[src/hdl/assert_macros.svh]
// ----------------------------------------------------------------------------
// assert_macros.svh
// Concurrent assertion helpers, compiled out for synthesis.
// ----------------------------------------------------------------------------
`ifndef ASSERT_MACROS_SVH
`define ASSERT_MACROS_SVH
`ifndef SYNTHESIS
`define ASSERT_ALWAYS(label, clk, rst_n, expr) \
    label: assert property (@(posedge clk) disable iff (!(rst_n)) (expr)) \
        else $error("assertion failed");
`define ASSERT_IMPLIES(label, clk, rst_n, ante, cons) \
    label: assert property (@(posedge clk) disable iff (!(rst_n)) (ante) |-> (cons)) \
        else $error("assertion failed");
`else
`define ASSERT_ALWAYS(label, clk, rst_n, expr)
`define ASSERT_IMPLIES(label, clk, rst_n, ante, cons)
`endif
`endif

[src/hdl/bblc_pkg.sv]
// ----------------------------------------------------------------------------
// bblc_pkg
// Types and constants shared by the LRU cache bookkeeping core.
// ----------------------------------------------------------------------------
`default_nettype none
package bblc_pkg;
    localparam int STAMP_W    = 64;
    localparam int SIZE_W     = 29;
    localparam int GEN_W      = 32;
    localparam int BYTES_W    = 33;
    localparam int LIMIT_W    = 32;
    localparam int ELIM_W     = 12;
    localparam int OUT_CNT_W  = 12;
    localparam int CFG_IDX_W  = 2;
    localparam int CFG_DATA_W = 32;

    localparam logic [LIMIT_W-1:0] BYTE_LIMIT_RESET  = 32'd268435456;
    localparam logic [ELIM_W-1:0]  ENTRY_LIMIT_RESET = 12'd2048;

    typedef enum logic [CFG_IDX_W-1:0] {
        CFG_ENABLE      = 2'd0,
        CFG_BYTE_LIMIT  = 2'd1,
        CFG_ENTRY_LIMIT = 2'd2
    } t_cfg_idx;

    typedef enum logic [3:0] {
        S_INIT,
        S_IDLE,
        S_CLEAR,
        S_GCLEAR,
        S_LOOKUP,
        S_UPDATE,
        S_TRIM_CHK,
        S_FIND_OLD,
        S_EVICT,
        S_DONE
    } t_state;

    typedef enum logic {
        SCAN_LOOKUP,
        SCAN_OLDEST
    } t_scan_mode;

    typedef struct packed {
        logic       start;
        logic       step;
        t_scan_mode mode;
    } t_scan_ctl;

    typedef struct packed {
        logic match;
        logic free;
        logic old;
    } t_scan_flags;
endpackage
`default_nettype wire

[src/hdl/bblc_scan.sv]
// ----------------------------------------------------------------------------
// bblc_scan
// Shared compare unit: one stored record per cycle, tracking the first tag
// match and first free slot, or the oldest valid entry.
// ----------------------------------------------------------------------------
`default_nettype none
module bblc_scan #(
    parameter int AW = 12,
    parameter int TW = 25
) (
    input  wire logic                          i_clk,
    input  wire logic                          i_rst_n,
    input  wire bblc_pkg::t_scan_ctl           i_ctl,
    input  wire logic [AW-1:0]                 i_idx,
    input  wire logic                          i_valid,
    input  wire logic [TW-1:0]                 i_tag,
    input  wire logic [bblc_pkg::STAMP_W-1:0]  i_stamp,
    input  wire logic [bblc_pkg::SIZE_W-1:0]   i_size,
    input  wire logic [TW-1:0]                 i_ref_tag,
    output bblc_pkg::t_scan_flags              o_flags,
    output logic [AW-1:0]                      o_match_idx,
    output logic [bblc_pkg::SIZE_W-1:0]        o_match_size,
    output logic [AW-1:0]                      o_free_idx,
    output logic [AW-1:0]                      o_old_idx,
    output logic [bblc_pkg::SIZE_W-1:0]        o_old_size
);
    bblc_pkg::t_scan_flags           r_flags;
    logic [AW-1:0]                   r_match_idx;
    logic [bblc_pkg::SIZE_W-1:0]     r_match_size;
    logic [AW-1:0]                   r_free_idx;
    logic [AW-1:0]                   r_old_idx;
    logic [bblc_pkg::SIZE_W-1:0]     r_old_size;
    logic [bblc_pkg::STAMP_W-1:0]    r_old_stamp;

    always_ff @(posedge i_clk) begin
        if (!i_rst_n || i_ctl.start) begin
            r_flags <= '0;
        end else if (i_ctl.step) begin
            case (i_ctl.mode)
                bblc_pkg::SCAN_LOOKUP: begin
                    if (i_valid && i_tag == i_ref_tag && !r_flags.match) begin
                        r_flags.match <= 1'b1;
                        r_match_idx   <= i_idx;
                        r_match_size  <= i_size;
                    end
                    if (!i_valid && !r_flags.free) begin
                        r_flags.free <= 1'b1;
                        r_free_idx   <= i_idx;
                    end
                end
                bblc_pkg::SCAN_OLDEST: begin
                    // strict compare keeps the lowest slot on equal stamps
                    if (i_valid && (!r_flags.old || i_stamp < r_old_stamp)) begin
                        r_flags.old <= 1'b1;
                        r_old_idx   <= i_idx;
                        r_old_size  <= i_size;
                        r_old_stamp <= i_stamp;
                    end
                end
                default: begin
                    r_flags <= r_flags;
                end
            endcase
        end
    end

    assign o_flags      = r_flags;
    assign o_match_idx  = r_match_idx;
    assign o_match_size = r_match_size;
    assign o_free_idx   = r_free_idx;
    assign o_old_idx    = r_old_idx;
    assign o_old_size   = r_old_size;
endmodule
`default_nettype wire
[config.mk]
export PLATFORM = sky130hd
export DESIGN_NAME = bblc_scan
export DESIGN_NICKNAME = d
export VERILOG_FILES = /design/src/hdl/assert_macros.svh /design/src/hdl/bblc_pkg.sv /design/src/hdl/bblc_scan.sv
export SDC_FILE = /design/constraint.sdc
export NUM_CORES = 1
export LEC_CHECK = 0
export BUFFER_PORTS_ARGS = -buffer_cell sky130_fd_sc_hd__buf_2
export CELL_PAD_IN_SITES_DETAIL_PLACEMENT = 1
export CELL_PAD_IN_SITES_GLOBAL_PLACEMENT = 1
export CORE_ASPECT_RATIO = 0.8
export CORE_MARGIN = 2
export CORE_UTILIZATION = 39
export DETAILED_ROUTE_END_ITERATION = 8
export PLACE_DENSITY_LB_ADDON = 0.1
export SLEW_MARGIN = 40
export SYNTH_ARGS = -nofsm -noshare
export SYNTH_HDL_FRONTEND = slang
export SYNTH_SLANG_ARGS = --single-unit
[constraint.sdc]
create_clock -name i_clk -period 9.83 [get_ports i_clk]
set_clock_uncertainty 0.15 [all_clocks]
set_input_delay 1.4745 -clock i_clk [delete_from_list [all_inputs] [get_ports i_clk]]
set_output_delay 1.4745 -clock i_clk [all_outputs]
set_load 0.005 [all_outputs]
; Word level (Yosys, flattened, before mapping)
; Index checks and enable logic that the tools add are counted.
[classes]
n_bitwise = 2
reduce_logical = 17
n_lt_le_gt_ge = 1
n_eq_ne = 1
[op_table]
columns = operator, count
row1 = $lt 64x64->1, 1
row2 = $eq 25x25->1, 1
row3 = $reduce_and 4->1, 3
row4 = $reduce_and 3->1, 3
row5 = $logic_not 1->1, 5
row6 = $logic_and 1x1->1, 4
row7 = $logic_or 1x1->1, 2
row8 = $not 1->1, 2
[totals]
wordCells = 30
output_inout_bits = 97
inputBits = 161
reg_bits = 161

; Depth between registers and ports, before layout
; Gate-level depths: netlist of run 1.
[depth]
word_depth = 4
ltp_mapped = 8
mapped_depth_nobuf = 8

; Worst setup path after synthesis of run 1
; OpenSTA, ideal clock, no wires.
[synth_timing]
path_kind = input -> register
startpoint = input port i_stamp[59] (netlist name)
endpoint = register r_old_idx[0], in the netlist o_old_idx[0] (enable)
setup_ns = 0.478
n_path_buf = 0
cell_stages = 7
t_arrival_ns = 5.254
slack_ns = 3.948
required_ns = 9.202
cell_sequence = ha_1 > a2111oi_0 > o21ai_0 > o2111ai_1 > o311ai_0 > o31ai_1 > o311a_1
[synth_via]
elab_chain_cells = 4
[synth_lines]
columns = item, line_no
row1 = from (decl), bblc_scan.sv:17  ; input wire logic [bblc_pkg::STAMP_W-1:0] i_stamp,
row2 = $lt 64x64->1, bblc_scan.sv:53  ; if (i_valid && (!r_flags.old || i_stamp < r_old_stamp)) begin
row3 = $logic_or 1x1->1, bblc_scan.sv:53
row4 = $logic_and 1x1->1, bblc_scan.sv:53
row5 = $reduce_and 4->1 (no source line), -
row6 = to (signal assigned), bblc_scan.sv:55  ; r_old_idx <= i_idx;
row7 = to (decl), bblc_scan.sv:31  ; logic [AW-1:0] r_old_idx;
; Every way passes these cells.
; A chain may end at the register's enable or synchronous reset.

; Worst setup path in the final report of run 1
[layout_timing]
startpoint = input port i_stamp[59] (netlist name)
endpoint = register r_old_size (netlist bit o_old_size[23]) (enable)
[layout_via]
elab_chain_cells = 4
[layout_lines]
columns = item, line_no
row1 = $lt 64x64->1, bblc_scan.sv:53
row2 = $logic_or 1x1->1, bblc_scan.sv:53
row3 = $logic_and 1x1->1, bblc_scan.sv:53
row4 = $reduce_and 4->1 (no source line), -
row5 = to (signal assigned), bblc_scan.sv:56  ; r_old_size <= i_size;
row6 = to (decl), bblc_scan.sv:32  ; logic [bblc_pkg::SIZE_W-1:0] r_old_size;
; Every way passes these cells.

==> results of run 1 <==
flip-flops by register name, summed over array words and instances, names as in the netlist:
signal,cells
r_old_stamp,64
o_match_size,29
o_old_size,29
o_free_idx,12
o_match_idx,12
o_old_idx,12
o_flags,3
area by class of cell:
| cell class | instances | share of cell area (%) |
|---|---|---|
| clock buffer | 17 | 4.79 |
| antenna | 2 | 0.0564 |
| tap | 220 | 3.10 |
| clock inverter | 15 | 1.20 |
| inverter | 66 | 2.79 |
| timing repair buffer | 259 | 14.7 |
| sequential | 161 | 54.1 |
| multi-input combinational | 203 | 19.3 |
cells by family (layout without fill, tap and decap cells):
group	count (synthesis)	count (layout)	share of synthesized area (%)
AOI/OAI and AO/OA	52	52	4.92
xor gates and xnor gates	25	25	3.25
adders and majority gates	63	63	11.7
buffers and inverters	66	357	3.68
DFF	161	161	71.3
other	0	2	0
and+or+nand+nor	63	63	5.11
how the worst min path moves through the flow:
stage | slack, ps | startpoint | endpoint
floorplan | 320 | o_flags[2] | o_flags[2]
global placement | 320 | o_flags[2] | o_flags[2]
detailed placement | 330 | o_flags[2] | o_flags[2]
CTS | 350 | o_flags[2] | o_flags[2]
global route | 400 | o_flags[2] | o_flags[2]
finish | 340 | o_flags[2] | o_flags[2]
worst max-delay path, cell delays in order:
cell and delay [ps]:
buf_2 110, ha_1 330, a2111oi_0 440, o21ai_0 160, o2111ai_1 150, o311ai_0 180, o31ai_1 260, o311a_4 730
buf_4 720
cell usage after synthesis:
cell / instances
nor3b_1: 2
nor3_1: 4
nor2_1: 5
o21a_1: 2
nor3_2: 1
or3_1: 1
a21o_1: 5
o2111ai_1: 1
edfxtp_1: 158
nand2_1: 14
nand4_1: 15
a211oi_1: 2
inv_1: 66
dfxtp_1: 3
o31a_1: 1
a31oi_1: 1
xor2_1: 17
or2_2: 1
o311a_1: 1
o311ai_0: 1
a21boi_0: 1
a21oi_1: 20
nor4_1: 5
o31ai_1: 2
ha_1: 63
a2111oi_0: 2
a221oi_1: 3
nor2b_1: 5
and4_1: 1
xnor2_1: 8
nand3b_1: 1
o211a_1: 1
or4_1: 1
o21ai_0: 9
nand3_1: 7
layer usage:
layer / GRT usage, % / part of all wire (%) / up-vias
li1: - / - / 2155
met1: 22.3 / 41 / 2156
met2: 31.8 / 50 / 153
met3: 6.33 / 8.1 / 15
met4: 5.84 / 1.1 / 0
met5: 0 / 0 / -
power groups by stage:
stage	registers [mW]	clock network [mW]	logic [mW]
after floorplan	0.782	0	0.0386
after global placement	0.781	0	0.0927
after detailed placement	0.781	0	0.0987
after CTS	0.766	0.617	0.100
after global routing	0.767	0.639	0.111
final	0.766	0.601	0.0979
through the flow:
step	area, um^2	hold WS [ps]
CTS	8870	345
detailed placement	8340	329
finish	8880	338
global placement	8330	317
global route	8870	397
floorplan	6740	325
==> qor.yml, run 1 <==
timing:
  setup_ws_ps: 5130
  finalSetupViolations: 0
  tightestPinTransition_ps: 755
  rsz0062_at_grt: "no"
  slew_headroom_pct: 49.7
  max_freq_mhz: 213
  finalCritPeriodShare_pct: 47.8
  hold_viol_final: 0
  period_minus_slack_ps: 4700
  fin_tns_setup_ps: 0
  drv_slew: 0
cells_and_area:
  fin_util_pct: 53.1
  drive_above_1_share_pct: 40.4
  finalNonFillerCells: 943
  register_area_um2: 4800
  multi_input_area_um2: 1710
  final_common_cell: "buf_2"
  syn_to_final_growth_pct: 31.8
  num-nets-final: 932
  fillers: 1759
  final_cell_mix: "buf_2 (257), edfxtp_1 (158), inv_1 (66)"
detailed_routing:
  drtIter0Drc: 175
  first_pass_iters: 4
  avgRoutedWirePerCell_um: 18.1
  vias: 4479
  drcViolationCount: 0
  wl_um: 17100
  postRouteAntennaNets: 0
  vias_per_cell: 4.75
setup_path:
  startpoint_type: "input pin"
  crit_path_start: "i_stamp[59]"
  reg2regPathDepth: 9
  endpoint: "o_old_size[23]"
  arrival_ps: 4600
  crit_required_ps: 9730
  crit_type: "input pin to flip-flop"
  crit_fanout: 55
  worstReg2RegEnd: "o_old_size[23]"
  r2r-start: "r_old_stamp[59]"
  reg2reg_slack_ps: 5930
  cp-end-kind: "flip-flop"
placement:
  place_congestion: 0.819
  io_buffer_count: 257
  post-place-cells: 909
  dp_hpwl_um: 13200
  pre_cts_ws_ps: 4710
synthesis:
  syn_avg_cell_area_um2: 15.7
  ys_ff_latch: 161
  syn_area_um2: 6740
  synth_top_area_share_pct: 70.4
  syn_inst: 430
  synth_nets: 654
  synth_top_area_cell: "edfxtp_1"
  synth_sequential_area_ratio_pct: 71.3
  yosysWarnings: 0
  ys_top_cells_by_area: "edfxtp_1 (70%), ha_1 (12%), inv_1 (3.7%)"
  synth.distinct_cells: 35
clock_tree:
  clock-sinks: 161
  cts_resized: 0
  numCtsBuffers: 17
  clk_pin_slew_ps: 60
  h-tree-depth: 4
  clock_path_buffers: 2
  clkLatencyLatePin_ps: 420
  cts_tree: "yes"
  cts_hold_buf: 0
  cts_setup_buffers: 0
  cts_root_buffer: "clkbuf_16"
floorplanning:
  die_h_um: 122
  io_pins: 258
  initial_utilization_pct: 40.3
  coreArea_um2: 16700
  die_area_um2: 18300
  fp.dieW_um: 151
  fp-row-count: 42
global_route:
  grt_pass1_vias: 4707
  grt_pass1_wl_um: 25300
  grt_start_max_net_pins: 56
  grt_overflow: 0
  antenna_found_initial: 2
  grt_use_total_pct: 18.6
power_and_ir_drop:
  power_mw: 1.47
  power_frac_comb_pct: 6.7
  leakagePower_nw: 3.88
  cellPowerDensity_nw_per_um2: 165
  power_frac_seq_pct: 52.3
  cellInternalPower_mw: 1.14
  switching_share_pct: 22.5
  ir_worst_vdd_uv: 108
  clkPwrFrac_pct: 41.0
  netSwitchingPower_mw: 0.330
min_path:
  min_path_type: "flip-flop to flip-flop"
  hold_depth: 1
run:
  maxCapViolCount: 0
run_status:
  status: "finished, final reports clean"
Power figures use the tool's default switching activity.
==> inputs of run 2 (changes only) <==
clock period = 4.42 ns   (was 9.83 ns; I/O delays follow)
==> qor.yml, run 2 (synthesis gave the netlist of run 1 again) <==
clock_tree:
  numCtsBuffers: 17  # unchanged
  cts_setup_buffers: 0  # unchanged
  cts_hold_buf: 0  # unchanged
  clock_path_buffers: 2  # unchanged
  clk_pin_slew_ps: 70  # about the same
  clkLatencyLatePin_ps: 420  # about the same
  cts_resized: 0  # unchanged
  clock-sinks: 161  # unchanged
  h-tree-depth: 4  # unchanged
  cts_root_buffer: "clkbuf_16"
  cts_tree: "yes"
detailed_routing:
  wl_um: 16800  # -1.7%
  drcViolationCount: 0  # unchanged
  vias_per_cell: 4.71  # -0.78%
  first_pass_iters: 4  # unchanged
  avgRoutedWirePerCell_um: 17.7  # -2.1%
  vias: 4463  # -0.36%
  postRouteAntennaNets: 0  # unchanged
  drtIter0Drc: 148  # -15%
run_status:
  status: "finished, final reports clean"
floorplanning:
  io_pins: 258  # unchanged
  fp-row-count: 42  # unchanged
  coreArea_um2: 16700  # unchanged
  die_area_um2: 18300  # unchanged
  fp.dieW_um: 151  # unchanged
  initial_utilization_pct: 40.3  # unchanged
  die_h_um: 122  # unchanged
timing:
  max_freq_mhz: 324
  hold_viol_final: 0  # unchanged
  finalSetupViolations: 0  # unchanged
  period_minus_slack_ps: 3080
  rsz0062_at_grt: "no"
  slew_headroom_pct: 57.2  # +7.5 points
  drv_slew: 0  # unchanged
  tightestPinTransition_ps: 640  # -114 ps
  setup_ws_ps: 1340  # -3790 ps
  finalCritPeriodShare_pct: 69.8
  fin_tns_setup_ps: 0  # unchanged
setup_path:
  crit_required_ps: 4380  # -5350 ps
  slowest_delay_ps: 510  # -220 ps
  arrival_ps: 3050  # -1550 ps
  slowest_stage: "o311a_4"
  startpoint_type: "flip-flop"
  cp-end-kind: "flip-flop"
  crit_type: "flip-flop to flip-flop"
  path_cells: "inv_1 > ha_1 > a2111oi_0 > o21ai_0 > o2111ai_1 > o311ai_0 > o31ai_1 > o311a_4 > buf_4"
  crit_fanout: 28  # -49%
cells_and_area:
  drive_above_1_share_pct: 40.9  # +0.58 points
  stdcell_area_um2: 8960  # +0.97%
  regMostFlops: "r_old_stamp"
  finalNonFillerCells: 947  # +0.42%
  largest_register_ff_count: 64  # unchanged
  num-nets-final: 934  # +0.21%
  final_cell_mix: "buf_2 (257), edfxtp_1 (158), inv_1 (66)"
  syn_to_final_growth_pct: 33.1
  final_common_cell: "buf_2"
placement:
  place_congestion: 0.782  # -4.5%
  post-place-cells: 911  # +0.22%
  pre_cts_ws_ps: 853  # -3850 ps
  dp_hpwl_um: 13400  # +1.4%
  place_area_um2: 8380  # +0.48%
  io_buffer_count: 257  # unchanged
power_and_ir_drop:
  leakagePower_nw: 3.93  # +1.3%
  ir_worst_vdd_uv: 255  # +140%
  power_mw: 3.35  # +130%
  cellPowerDensity_nw_per_um2: 374  # +130%
global_route:
  grt_overflow: 0  # unchanged
  grt_use_total_pct: 18.7  # +0.14 points
  grt_start_max_net_pins: 43  # -23%
  grt_pass1_vias: 4710  # +0.064%
  antenna_found_initial: 4  # +2
  grt_pass1_wl_um: 25400  # +0.43%
min_path:
  min_path_type: "input pin to flip-flop"
run:
  maxCapViolCount: 0  # unchanged
[run 2: power breakdown]
part | internal [mW] | switching (mW)
Sequential | 1.70 | 0.00537
Clock | 0.795 | 0.637
Combinational | 0.107 | 0.111
Total | 2.60 | 0.753
[run 2: stage by stage]
step / util, % / hold WS (ps)
global placement: 50.1 / 318
detailed placement: 50.1 / 363
finish: 53.6 / 277
global route: 53.6 / 258
CTS: 53.6 / 257
floorplan: - / 325
[run 2: cell type report]
class,instances,area [um^2]
Sequential cell,161,4800
Clock inverter,15,148
Clock buffer,17,425
Tap cell,220,275
Inverter,66,248
Antenna cell,4,10.0
Fill cell,1771,7750
Timing Repair Buffer,261,1340
Multi-Input combinational cell,203,1710
[run 2: final timing paths]
path	startpoint	to	slack (ps)	cells past startpoint
setup reg to reg	r_old_stamp[59]	r_old_stamp[12]	1340	9
setup / recovery	r_old_stamp[59]	r_old_stamp[12]	1340	9
hold / removal	i_size[2]	o_match_size[2]	280	1
hold reg to reg	o_flags[2]	o_flags[2]	390	1
[run 2: routing by layer]
layer / part of all wire [%] / up-vias / track usage [%]
met4: 1.5 / 2 / 7.18
met5: 0.042 / - / 0
met3: 8.5 / 17 / 6.07
met1: 41 / 2117 / 23.0
met2: 49 / 159 / 30.9
li1: - / 2168 / -
[run 2: worst max-delay path, delay by kind of cell, from the launching register on]
kind,cells,cell delay (ps)
fa+ha+maj,1,240
flops,1,360
buf+inv,2,380
compound gates,6,1640
